### src/sv/mcfm_pkg.sv
`default_nettype none

package mcfm_pkg;

  // Input item: command byte or end-of-data request
  typedef struct packed {
    logic       action;
    logic [7:0] command_byte;
  } in_t;

  // Result item: one FM register write
  typedef struct packed {
    logic [7:0] wait_ticks;
    logic [7:0] reg_address;
    logic [7:0] reg_value;
    logic       run_last;
  } out_t;

  // Command byte codes
  localparam logic [7:0] CMD_FRAME_END = 8'h00;
  localparam logic [7:0] CMD_NOTE_BASE = 8'h80;
  localparam logic [7:0] CMD_SONG_END  = 8'hC0;
  localparam logic [3:0] CMD_VOL_HI    = 4'hD;
  localparam logic [7:0] CMD_NOTE_OFF  = 8'hF8;
  localparam logic [6:0] NOTE_OFFSET   = 7'd36;

  // FM register map
  localparam logic [7:0] REG_FNUM_BASE  = 8'hA0;
  localparam logic [7:0] REG_KEY_BASE   = 8'hB0;
  localparam logic [7:0] REG_LEVEL_BASE = 8'h43;
  localparam logic [7:0] REG_END        = 8'hFF;
  localparam logic [5:0] MAX_LEVEL      = 6'd63;

  localparam logic [3:0] VOL_RESET = 4'd12;
  localparam logic [7:0] DELTA_MAX = 8'd255;

  // Work queue between front and back
  localparam int QUEUE_DEPTH = 4;
  localparam int QPTR_W      = 2;
  localparam int QCNT_W      = 3;

  typedef enum logic [1:0] {
    DESC_END,
    DESC_ON,
    DESC_OFF
  } desc_kind_t;

  // One unit of back-end work
  typedef struct packed {
    desc_kind_t kind;
    logic [1:0] ch;
    logic [7:0] delta;
    logic [3:0] vol;
    logic [6:0] note;
  } desc_t;

  typedef struct packed {
    logic [2:0] block;
    logic [9:0] fnum;
  } note_fn_t;

  // F-numbers of one octave at block 2
  function automatic logic [9:0] octave_rom(input logic [3:0] pc);
    logic [9:0] f;
    unique case (pc)
      4'd0:    f = 10'd516;
      4'd1:    f = 10'd547;
      4'd2:    f = 10'd580;
      4'd3:    f = 10'd614;
      4'd4:    f = 10'd651;
      4'd5:    f = 10'd689;
      4'd6:    f = 10'd730;
      4'd7:    f = 10'd774;
      4'd8:    f = 10'd820;
      4'd9:    f = 10'd869;
      4'd10:   f = 10'd920;
      4'd11:   f = 10'd975;
      default: f = 10'd0;
    endcase
    return f;
  endfunction

  // Note number to block and F-number; octave split by reciprocal multiply
  function automatic note_fn_t note_lookup(input logic [6:0] note);
    logic [7:0]  off;
    logic [15:0] prod;
    logic [3:0]  q;
    logic [3:0]  pc;
    logic [9:0]  f;
    note_fn_t    r;
    off  = {1'b0, note} + 8'd5;
    prod = 16'(off) * 16'd171;     // off / 12 for off < 256
    q    = prod[14:11];
    pc   = 4'(off - 8'(q) * 8'd12);
    f    = octave_rom(pc);
    if (q == 4'd0) begin
      r.fnum  = f >> 2;
      r.block = 3'd0;
    end else if (q == 4'd1) begin
      r.fnum  = f >> 1;
      r.block = 3'd0;
    end else if (q > 4'd9) begin
      // any left shift of an octave value overflows the field
      r.fnum  = 10'd1023;
      r.block = 3'd7;
    end else begin
      r.fnum  = f;
      r.block = 3'(q - 4'd2);
    end
    return r;
  endfunction

endpackage

`default_nettype wire

### src/sv/music_cmd_to_fm_reg_writes.sv
`default_nettype none

// Channel  Dir  Handshake          Payload
// in       in   in_valid/in_ready  in_data   (mcfm_pkg::in_t: action, command_byte)
// out      out  out_valid/out_ready out_data (mcfm_pkg::out_t: delta, reg, value, run_last)
//
// The front takes one item per cycle while the work queue (4 entries) has room.
// Note on gives 4 writes, note off and end of data 1, other bytes none;
// the single write port of the back end sets the rate, so a note on holds it for all 4 writes.
// Reset is synchronous, active low: ticks 0, channel 0, volumes 12, notes 0.
// A stalled output holds its write; the front keeps accepting until the queue fills.

module music_cmd_to_fm_reg_writes import mcfm_pkg::*; #(
  parameter int NUM_CHANNELS = 3,
  parameter int TICK_BITS    = 32
) (
  input  wire logic clk,
  input  wire logic rst_n,
  input  wire logic in_valid,
  output logic      in_ready,
  input  wire in_t  in_data,
  output logic      out_valid,
  input  wire logic out_ready,
  output out_t      out_data
);

  logic  q_full, q_push, q_pop, q_valid;
  desc_t q_wdata, q_head;

  mcfm_front #(
    .NUM_CHANNELS (NUM_CHANNELS),
    .TICK_BITS    (TICK_BITS)
  ) u_front (
    .clk      (clk),
    .rst_n    (rst_n),
    .in_valid (in_valid),
    .in_ready (in_ready),
    .in_data  (in_data),
    .q_full   (q_full),
    .q_push   (q_push),
    .q_data   (q_wdata)
  );

  mcfm_queue u_queue (
    .clk       (clk),
    .rst_n     (rst_n),
    .push      (q_push),
    .push_data (q_wdata),
    .pop       (q_pop),
    .full      (q_full),
    .not_empty (q_valid),
    .head      (q_head)
  );

  mcfm_back u_back (
    .clk       (clk),
    .rst_n     (rst_n),
    .q_valid   (q_valid),
    .q_head    (q_head),
    .q_pop     (q_pop),
    .out_valid (out_valid),
    .out_ready (out_ready),
    .out_data  (out_data)
  );

endmodule

`default_nettype wire

### src/sv/mcfm_front.sv
`default_nettype none

module mcfm_front import mcfm_pkg::*; #(
  parameter int NUM_CHANNELS = 3,
  parameter int TICK_BITS    = 32
) (
  input  wire logic  clk,
  input  wire logic  rst_n,
  input  wire logic  in_valid,
  output logic       in_ready,
  input  wire in_t   in_data,
  input  wire logic  q_full,
  output logic       q_push,
  output desc_t      q_data
);

  localparam int CH_W = (NUM_CHANNELS > 1) ? $clog2(NUM_CHANNELS) : 1;

  logic [TICK_BITS-1:0] tick_r, tick_nxt;
  logic [TICK_BITS-1:0] last_r, last_nxt;
  logic [CH_W-1:0]      ch_r, ch_nxt;
  logic [3:0]           vol_r [NUM_CHANNELS];
  logic [6:0]           note_r [NUM_CHANNELS];
  logic                 ended_r, ended_nxt;

  logic                 accept;
  logic [7:0]           cmd;
  logic                 is_frame, is_pause, is_on, is_song_end, is_vol, is_off;
  logic [TICK_BITS-1:0] diff;
  logic [7:0]           delta_sat;
  logic [6:0]           new_note;
  logic [7:0]           tick_inc;

  assign in_ready = !q_full;
  assign accept   = in_valid && in_ready;
  assign cmd      = in_data.command_byte;

  // Classify the command byte
  always_comb begin
    is_frame    = 1'b0;
    is_pause    = 1'b0;
    is_on       = 1'b0;
    is_song_end = 1'b0;
    is_vol      = 1'b0;
    is_off      = 1'b0;
    if (!in_data.action && !ended_r) begin
      priority if (cmd == CMD_FRAME_END)             is_frame    = 1'b1;
      else if (!cmd[7])                              is_pause    = 1'b1;
      else if (cmd[7:6] == CMD_NOTE_BASE[7:6])       is_on       = 1'b1;
      else if (cmd == CMD_SONG_END)                  is_song_end = 1'b1;
      else if (cmd[7:4] == CMD_VOL_HI)               is_vol      = 1'b1;
      else if (cmd == CMD_NOTE_OFF)                  is_off      = 1'b1;
      else                                           is_frame    = 1'b0;  // effect or unknown
    end
  end

  // Saturated tick delta since the last note on or note off write
  assign diff      = tick_r - last_r;
  assign delta_sat = (diff[TICK_BITS-1:8] != '0) ? DELTA_MAX : diff[7:0];
  assign new_note  = 7'(cmd[5:0]) + NOTE_OFFSET;
  assign tick_inc  = is_frame ? 8'd1 : cmd;

  // State updates
  always_comb begin
    tick_nxt  = tick_r;
    last_nxt  = last_r;
    ch_nxt    = ch_r;
    ended_nxt = ended_r;
    if (accept) begin
      if (is_frame || is_pause) tick_nxt = tick_r + TICK_BITS'(tick_inc);
      if (is_frame) ch_nxt = (ch_r == CH_W'(NUM_CHANNELS - 1)) ? '0 : ch_r + 1'b1;
      if (is_on || is_off) last_nxt = tick_r;
      if (is_song_end) ended_nxt = 1'b1;
    end
  end

  always_ff @(posedge clk) begin
    if (!rst_n) begin
      tick_r  <= '0;
      last_r  <= '0;
      ch_r    <= '0;
      ended_r <= 1'b0;
      for (int i = 0; i < NUM_CHANNELS; i++) begin
        vol_r[i]  <= VOL_RESET;
        note_r[i] <= '0;
      end
    end else begin
      tick_r  <= tick_nxt;
      last_r  <= last_nxt;
      ch_r    <= ch_nxt;
      ended_r <= ended_nxt;
      if (accept && is_vol) vol_r[ch_r] <= cmd[3:0];
      if (accept && is_on)  note_r[ch_r] <= new_note;
    end
  end

  // Work descriptor for the back end
  always_comb begin
    q_push       = accept && (in_data.action || is_on || is_off);
    q_data.ch    = 2'(ch_r);
    q_data.vol   = vol_r[ch_r];
    q_data.delta = delta_sat;
    q_data.note  = is_on ? new_note : note_r[ch_r];
    if (in_data.action)  q_data.kind = DESC_END;
    else if (is_on)      q_data.kind = DESC_ON;
    else                 q_data.kind = DESC_OFF;
  end

  a_ch_range: assert property (@(posedge clk) disable iff (!rst_n)
    32'(ch_r) < NUM_CHANNELS)
    else $error("channel select out of range");

endmodule

`default_nettype wire

### src/sv/mcfm_queue.sv
`default_nettype none

module mcfm_queue import mcfm_pkg::*; (
  input  wire logic  clk,
  input  wire logic  rst_n,
  input  wire logic  push,
  input  wire desc_t push_data,
  input  wire logic  pop,
  output logic       full,
  output logic       not_empty,
  output desc_t      head
);

  desc_t             mem_r [QUEUE_DEPTH];
  logic [QPTR_W-1:0] wr_r, rd_r;
  logic [QCNT_W-1:0] cnt_r, cnt_nxt;

  assign full      = (cnt_r == QCNT_W'(QUEUE_DEPTH));
  assign not_empty = (cnt_r != '0);
  assign head      = mem_r[rd_r];

  always_comb begin
    cnt_nxt = cnt_r;
    if (push && !pop)      cnt_nxt = cnt_r + 1'b1;
    else if (pop && !push) cnt_nxt = cnt_r - 1'b1;
  end

  always_ff @(posedge clk) begin
    if (!rst_n) begin
      wr_r  <= '0;
      rd_r  <= '0;
      cnt_r <= '0;
    end else begin
      cnt_r <= cnt_nxt;
      if (push) wr_r <= wr_r + 1'b1;
      if (pop)  rd_r <= rd_r + 1'b1;
    end
  end

  // Payload storage
  always_ff @(posedge clk) begin
    if (push) mem_r[wr_r] <= push_data;
  end

  a_no_overflow: assert property (@(posedge clk) disable iff (!rst_n)
    push |-> !full)
    else $error("push into full queue");

  a_no_underflow: assert property (@(posedge clk) disable iff (!rst_n)
    pop |-> not_empty)
    else $error("pop from empty queue");

endmodule

`default_nettype wire

### src/sv/mcfm_back.sv
`default_nettype none

module mcfm_back import mcfm_pkg::*; (
  input  wire logic  clk,
  input  wire logic  rst_n,
  input  wire logic  q_valid,
  input  wire desc_t q_head,
  output logic       q_pop,
  output logic       out_valid,
  input  wire logic  out_ready,
  output out_t       out_data
);

  desc_t      cur_r;
  note_fn_t   fn_r;
  logic       cur_valid_r;
  logic [1:0] step_r, step_nxt;
  out_t       out_r;
  logic       out_valid_r;

  logic       adv;
  logic       last_step;
  out_t       wr;
  logic [7:0] ch8;

  assign ch8       = 8'(cur_r.ch);
  assign last_step = (cur_r.kind != DESC_ON) || (step_r == 2'd3);
  assign adv       = cur_valid_r && (!out_valid_r || out_ready);
  assign q_pop     = q_valid && (!cur_valid_r || (adv && last_step));

  // Register write for the current step
  always_comb begin
    wr.wait_ticks  = 8'd0;
    wr.reg_address = REG_END;
    wr.reg_value   = 8'd0;
    wr.run_last    = last_step;
    unique case (cur_r.kind)
      DESC_END: ;
      DESC_OFF: begin
        wr.wait_ticks  = cur_r.delta;
        wr.reg_address = REG_KEY_BASE + ch8;
        wr.reg_value   = {3'b000, fn_r.block, fn_r.fnum[9:8]};
      end
      DESC_ON: begin
        unique case (step_r)
          2'd0: begin
            wr.wait_ticks  = cur_r.delta;
            wr.reg_address = REG_KEY_BASE + ch8;
          end
          2'd1: begin
            wr.reg_address = REG_LEVEL_BASE + ch8;
            wr.reg_value   = {2'b00, MAX_LEVEL - {cur_r.vol, 2'b00}};
          end
          2'd2: begin
            wr.reg_address = REG_FNUM_BASE + ch8;
            wr.reg_value   = fn_r.fnum[7:0];
          end
          2'd3: begin
            wr.reg_address = REG_KEY_BASE + ch8;
            wr.reg_value   = {3'b001, fn_r.block, fn_r.fnum[9:8]};
          end
          default: ;
        endcase
      end
      default: ;
    endcase
  end

  always_comb begin
    step_nxt = step_r;
    if (q_pop)    step_nxt = 2'd0;
    else if (adv) step_nxt = step_r + 2'd1;
  end

  // Control
  always_ff @(posedge clk) begin
    if (!rst_n) begin
      cur_valid_r <= 1'b0;
      step_r      <= 2'd0;
      out_valid_r <= 1'b0;
    end else begin
      step_r <= step_nxt;
      if (q_pop)                 cur_valid_r <= 1'b1;
      else if (adv && last_step) cur_valid_r <= 1'b0;
      if (adv)            out_valid_r <= 1'b1;
      else if (out_ready) out_valid_r <= 1'b0;
    end
  end

  // Payload
  always_ff @(posedge clk) begin
    if (q_pop) begin
      cur_r <= q_head;
      fn_r  <= note_lookup(q_head.note);
    end
    if (adv) out_r <= wr;
  end

  assign out_valid = out_valid_r;
  assign out_data  = out_r;

  a_step_kind: assert property (@(posedge clk) disable iff (!rst_n)
    (cur_valid_r && step_r != 2'd0) |-> (cur_r.kind == DESC_ON))
    else $error("multi-step run on single-write item");

  a_run_continues: assert property (@(posedge clk) disable iff (!rst_n)
    (out_valid_r && out_ready && !out_r.run_last) |=> out_valid_r)
    else $error("write run broken before its last write");

endmodule

`default_nettype wire

### config.mk
export PLATFORM = sky130hd
export DESIGN_NAME = music_cmd_to_fm_reg_writes
export DESIGN_NICKNAME = d
export VERILOG_FILES = /design/src/sv/mcfm_pkg.sv /design/src/sv/music_cmd_to_fm_reg_writes.sv /design/src/sv/mcfm_front.sv /design/src/sv/mcfm_queue.sv /design/src/sv/mcfm_back.sv
export SDC_FILE = /design/constraint.sdc
export NUM_CORES = 1
export LEC_CHECK = 0
export ABC_AREA = 0
export BUFFER_PORTS_ARGS = -buffer_cell sky130_fd_sc_hd__buf_4
export CORE_MARGIN = 1.5
export CORE_UTILIZATION = 51
export DETAILED_ROUTE_END_ITERATION = 16
export PLACE_DENSITY = 0.77
export SLEW_MARGIN = 20
export SYNTH_ARGS = -nofsm -noshare
export SYNTH_HDL_FRONTEND = slang
export SYNTH_HIERARCHICAL = 1
export SYNTH_SLANG_ARGS = --single-unit
export TNS_END_PERCENT = 10
### constraint.sdc
create_clock -name clk -period 8.8 [get_ports clk]
set_input_delay 1.76 -clock clk [delete_from_list [all_inputs] [get_ports clk]]
set_output_delay 1.76 -clock clk [all_outputs]
set_load 0.01 [all_outputs]
======== Word-level counts from Yosys, hierarchy flattened ========
Memories as Yosys holds them, arrays and structs flattened. A register that Yosys moved wholly into a read port is not among the register bits.
Cells that the tools add are included.
storage, ports and cells
  memories ................................ 4
  output and inout port bits .............. 27
  bits in writable memories ............... 125
  word-level logic and storage cells ...... 167
  input port bits ......................... 13
  memory bits (read-only) ................. 160
  register bits after elaboration ......... 132
memory list
  memory            words  bits a word  read ports  clocked after memory_dff  write ports  line              source
  (name not given)  16     10           1           0                         0            mcfm_pkg.sv:65    unique case (pc)
  u_queue.mem_r     4      23           1           1                         1            mcfm_queue.sv:14  desc_t mem_r [QUEUE_DEPTH];
  u_front.note_r    3      7            1           1                         3            mcfm_front.sv:23  logic [6:0] note_r [NUM_CHANNELS];
  u_front.vol_r     3      4            1           1                         3            mcfm_front.sv:22  logic [3:0] vol_r [NUM_CHANNELS];
operators by class
  reduce and logical (&&, ||, !) cells .... 41
  eq/ne operators ......................... 13
  magnitude comparators ................... 1
  multiplexer cells ....................... 67
  add/sub/neg operators ................... 16
  multipliers ............................. 2
  bitwise logic cells ..................... 1
operators by type and width
  operator                                            count
  one-hot mux 24 bit (2 select lines)                 1
  one-hot mux 8 bit (3 select lines)                  2
  two-way mux 1 bit                                   42
  adder 32 x 8 -> 32 bit                              1
  two-way mux 8 bit                                   4
  subtractor 32 bit                                   1
  nonzero test 24 bit                                 1
  two-way mux 2 bit                                   11
  adder 8 x 2 -> 8 bit (first input constant)         2
  equality test 8 bit (second input constant)         2
  multiplier 8 x 8 -> 15 bit (second input constant)  1
  two-way mux 7 bit                                   2
  two-way mux 13 bit                                  1
  equality test 2 bit (second input constant)         5
  logical AND 1 bit                                   10
  two-way mux 9 bit                                   1
  adder 2 x 1 -> 2 bit (second input constant)        4
  adder 7 x 2 -> 8 bit (first input constant)         1
  adder 7 x 3 -> 8 bit (second input constant)        1
  logical NOT 8 bit                                   1
  AND reduction 2 bit                                 4
  adder 6 x 6 -> 7 bit (second input constant)        1
  logical NOT 1 bit                                   7
  logical OR 1 bit                                    7
  other kinds (22)                                    28

======== Logic depth before layout (Yosys ltp) ========
  depth after elaboration ................. 14
  depth in mapped cells ................... 29
  mapped depth without buffers ............ 23

======== Cells and area by module ========
The synthesis kept the hierarchy.
modules (own cells, without submodules)
  module      area an instance (µm²)  seq. area each (µm²)  times used  cells an instance
  mcfm_front  7275.7                  2702.6                1           882
  mcfm_back   4316.6                  1671.6                1           429
  mcfm_queue  3799.9                  2942.8                1           163

======== Worst setup path after synthesis ========
OpenSTA, ideal clock, no wires.
  path kind ............................... flip-flop to flip-flop
  start point ............................. register with a tool-made name
  end point ............................... register u_back/fn_r[0] in the netlist's numbering (data pin)
  buffers on the path ..................... 5
  library setup time ...................... 256 ps
  data required time ...................... 8544 ps
  cell stages (with the launch flop) ...... 29
  period minus slack after synthesis ...... 7386 ps
  arrival ................................. 7130 ps
  setup slack ............................. 1414 ps
  cells stage by stage .................... dfxtp_1 > buf_6 > buf_12 > mux4_2 > clkbuf_1 > inv_1 > ha_1 > clkbuf_1 > xnor2_1 > inv_1 > fa_1 > fa_1 > inv_1 > fa_1 > inv_1 > ha_1 > a211o_1 > a31oi_1 > o21ai_1 > xnor2_1 > inv_2 > clkbuf_1 > ha_1 > xnor2_1 > xnor3_2 > xnor2_2 > mux2i_1 > o21ai_1 > o211a_1
RTL lines
  item                  line             source
  end signal, assigned  mcfm_back.sv:94  fn_r <= note_lookup(q_head.note);
  end, declared         mcfm_back.sv:15  note_fn_t fn_r;

==> flow_metrics.py <==
metrics = {
    "status": {
        "outcome": "finished, final reports clean",
    },
    "drt": {
        "vias_per_cell": 5.74,
        "wire_per_inst_microns": 16.6,
        "drtPass1Iterations": 5,
        "first_iter_violations": 922,
        "wl_microns": 31600,
        "ant_nets": 0,
        "num_vias": 10900,
        "post-route-drc-count": 0,
    },
    "die": {
        "io_pins": 40,
        "core_sq_um": 29600,
        "die_x_microns": 177,
        "rows": 63,
        "die_y_microns": 177,
        "initial_core_util": 0.519,
        "die_area_sq_um": 31200,
    },
    "synth": {
        "synth-seq-cells": 271,
        "synth.top_cells.by_area": "edfxtp_1 (37%), dfxtp_1 (11%), ha_1 (8.1%)",
        "ys_async_sr_fraction": 0,
        "yosysUniqueCellTypes": 93,
        "yosysMostFrequentCell": "edfxtp_1",
        "yosysTopAreaCellShare": 0.369,
        "synth_fp_nets": 1601,
        "synth_area_sq_um": 15400,
        "synth-seq-area-share": 0.475,
        "yosys.area.top_type": "edfxtp_1",
        "syn_area_per_cell_sq_um": 10.4,
        "synth_edf_count": 189,
        "syn_inst": 1474,
        "yosys_warnings": 6,
        "synth_commonest_cells": "edfxtp_1 (189), nand2_1 (181), nor2_1 (128)",
        "yosys_most_used_dff": "edfxtp_1",
    },
    "place": {
        "portBuffers": 39,
        "dp_hpwl_microns": 22500,
        "place.gp.congestion": 0.936,
    },
    "timing": {
        "setup_viol": 0,
        "tns_ns": 0,
        "rsz0062_at_grt": "no",
        "relSlewSlack": 0.326,
        "fin_crit_sh": 0.888,
        "worst_pin_slew_ns": 1.01,
        "fin_crit_ns": 7.81,
        "clock.fmax_mhz": 128,
        "skew_ns": 0.0266,
        "hold_violations": 0,
        "finalMaxSlewViolations": 0,
    },
    "worst_setup_path": {
        "cp-end-kind": "flop",
        "start_kind": "flop",
        "rr_endpoint": "u_back/fn_r[5]$_DFFE_PP_",
        "timing.reg2reg.setup_slack_ns": 0.99,
        "crit_chain": "mux4_2 -> inv_1 -> ha_1 -> xnor2_1 -> inv_1 -> fa_1 -> fa_1 -> inv_1 -> fa_1 -> inv_1 -> ha_1 -> a211o_1 -> a31oi_1 -> o21ai_1 -> xnor2_1 -> buf_4 -> inv_2 -> ha_1 -> clkinv_1 -> nor2_1 -> nor2_1 -> nor2_1 -> a21oi_1 -> a221oi_1",
        "max_stage_delay_ns": 0.78,
        "reg2reg_depth": 24,
        "path_class": "reg2reg",
        "critical_path.most_common_cell": "inv_1",
        "crit_end": "u_back/fn_r[5]$_DFFE_PP_",
        "critPathMaxFanout": 22,
        "crit_slowest_cell": "mux4_2",
        "cp.required_ns": 9.16,
        "arrival_ns": 8.17,
    },
    "clocking": {
        "clkTransAtPathRegs_ns": 0.06,
        "h-tree-depth": 1,
        "post_cts_buffers": 0,
        "cts_tree": "built",
        "numCtsBuffers": 28,
        "cts_resized": 0,
        "ctsHoldBuffers": 0,
        "cts_sinks": 271,
        "clock_latency_ns": 0.55,
        "ctsRootBufferMaster": "clkbuf_16",
        "cts_buffer_depth": 3,
    },
    "flow_run": {
        "cap_violations": 0,
    },
    "global_route": {
        "first_global_vias": 10200,
        "grt-ovfl-total": 0,
        "grt_usage": 0.203,
        "grt_pass1_wl_microns": 51500,
        "antenna_found_initial": 0,
        "grt_max_degree": 69,
    },
    "finish": {
        "area_growth_pct": 9.57,
        "antenna_cells": 0,
        "fin_util": 0.569,
        "fin_nets": 1618,
        "drive_above_1_share": 0.109,
    },
    "hold_path": {
        "hp-class": "reg2reg",
    },
}
-- metrics by stage --
stage          std cells  setup WS (ns)  hold WS [ns]  instance area [sq um]
2_1_floorplan       1474           1.41         0.429                  15400
3_3_place_gp        1851           1.11         0.441                  15900
3_5_place_dp        1851          0.983         0.447                  15900
4_1_cts             1903          0.971         0.454                  16900
5_1_grt             1903          0.469         0.469                  16900
6_report            1903          0.989         0.454                  16900
-- registers in the layout, indices dropped and copies added, names as in the netlist, named ones only --
| signal | flops |
|---|---|
| u_queue/wr_r | 2 |
| u_front/ch_r | 2 |
| u_back/step_r | 2 |
| u_back/fn_r | 13 |
| u_queue/cnt_r | 3 |
| u_front/note_r | 28 |
| u_front/tick_r | 32 |
| u_front/vol_r | 16 |
| u_back/out_valid | 1 |
| u_front/last_r | 32 |
| u_queue/mem_r | 92 |
| u_back/cur_r | 14 |
| u_back/out_data | 24 |
| u_front/ended_r | 1 |
| u_back/ch8 | 2 |
| u_back/cur_valid_r | 1 |
| u_queue/rd_r | 2 |
-- per-layer routing --
metal | track usage | share of wire | vias to the layer above
met4 | 0.0516 | 0.022 | 0
met2 | 0.326 | 0.46 | 327
li1 | - | - | 5289
met1 | 0.295 | 0.47 | 5249
met3 | 0.0219 | 0.054 | 50
met5 | 0 | 0 | -
-- cell usage in the layout, fill, tap and decap left out, types with 27 or more instances in the layout --
cell	instances
ha_1	100
edfxtp_1	189
mux4_2	31
dfxtp_1	82
a21oi_1	112
nand2_1	181
nand3_1	27
xnor2_1	49
nor2_1	128
o21ai_0	45
buf_4	50
clkbuf_16	28
inv_1	124
-- critical path: cells and delay by family (launching register included) --
| kind | cells | cell delay [ns] |
|---|---|---|
| xor+xnor | 2 | 0.46 |
| fa+ha+maj | 6 | 2.99 |
| compound gates | 5 | 0.93 |
| buf+inv | 7 | 1.20 |
| simple gates | 3 | 0.51 |
| flops | 1 | 0.75 |
| mux | 1 | 0.78 |
-- kinds of logic after synthesis --
group / synth area share
adders and majority gates: 0.0995
other: 0.000244
AOI/OAI and AO/OA: 0.121
xor gates and xnor gates: 0.0421
buffers and inverters: 0.0532
muxes: 0.0584
and+or+nand+nor: 0.150
DFF: 0.475
-- area by class of cell --
class | count | area (sq um)
repair buffers | 50 | 375
inverters | 128 | 483
flip-flops and latches | 271 | 7320
multi-input cells | 1012 | 7280
well taps | 390 | 488
fillers | 2457 | 12800
clock buffers | 42 | 803
clock inverters | 10 | 118
-- worst min path at each step --
stage                                    startpoint                         endpoint  slack, ns  cells after the start
finish              u_front/last_r[28]$_SDFFE_PN0P_  u_front/last_r[28]$_SDFFE_PN0P_       0.45                      2
global route         u_front/last_r[7]$_SDFFE_PN0P_   u_front/last_r[7]$_SDFFE_PN0P_       0.47                      2
CTS                 u_front/last_r[28]$_SDFFE_PN0P_  u_front/last_r[28]$_SDFFE_PN0P_       0.45                      2
detailed placement  u_front/last_r[28]$_SDFFE_PN0P_  u_front/last_r[28]$_SDFFE_PN0P_       0.45                      2
global placement    u_front/last_r[25]$_SDFFE_PN0P_  u_front/last_r[25]$_SDFFE_PN0P_       0.44                      2
floorplan              u_front/ended_r$_SDFFE_PN0P_     u_front/ended_r$_SDFFE_PN0P_       0.43                      2
Power is not shown: default switching activity piles up to over one toggle a cycle in this logic, so the estimate is an artifact.
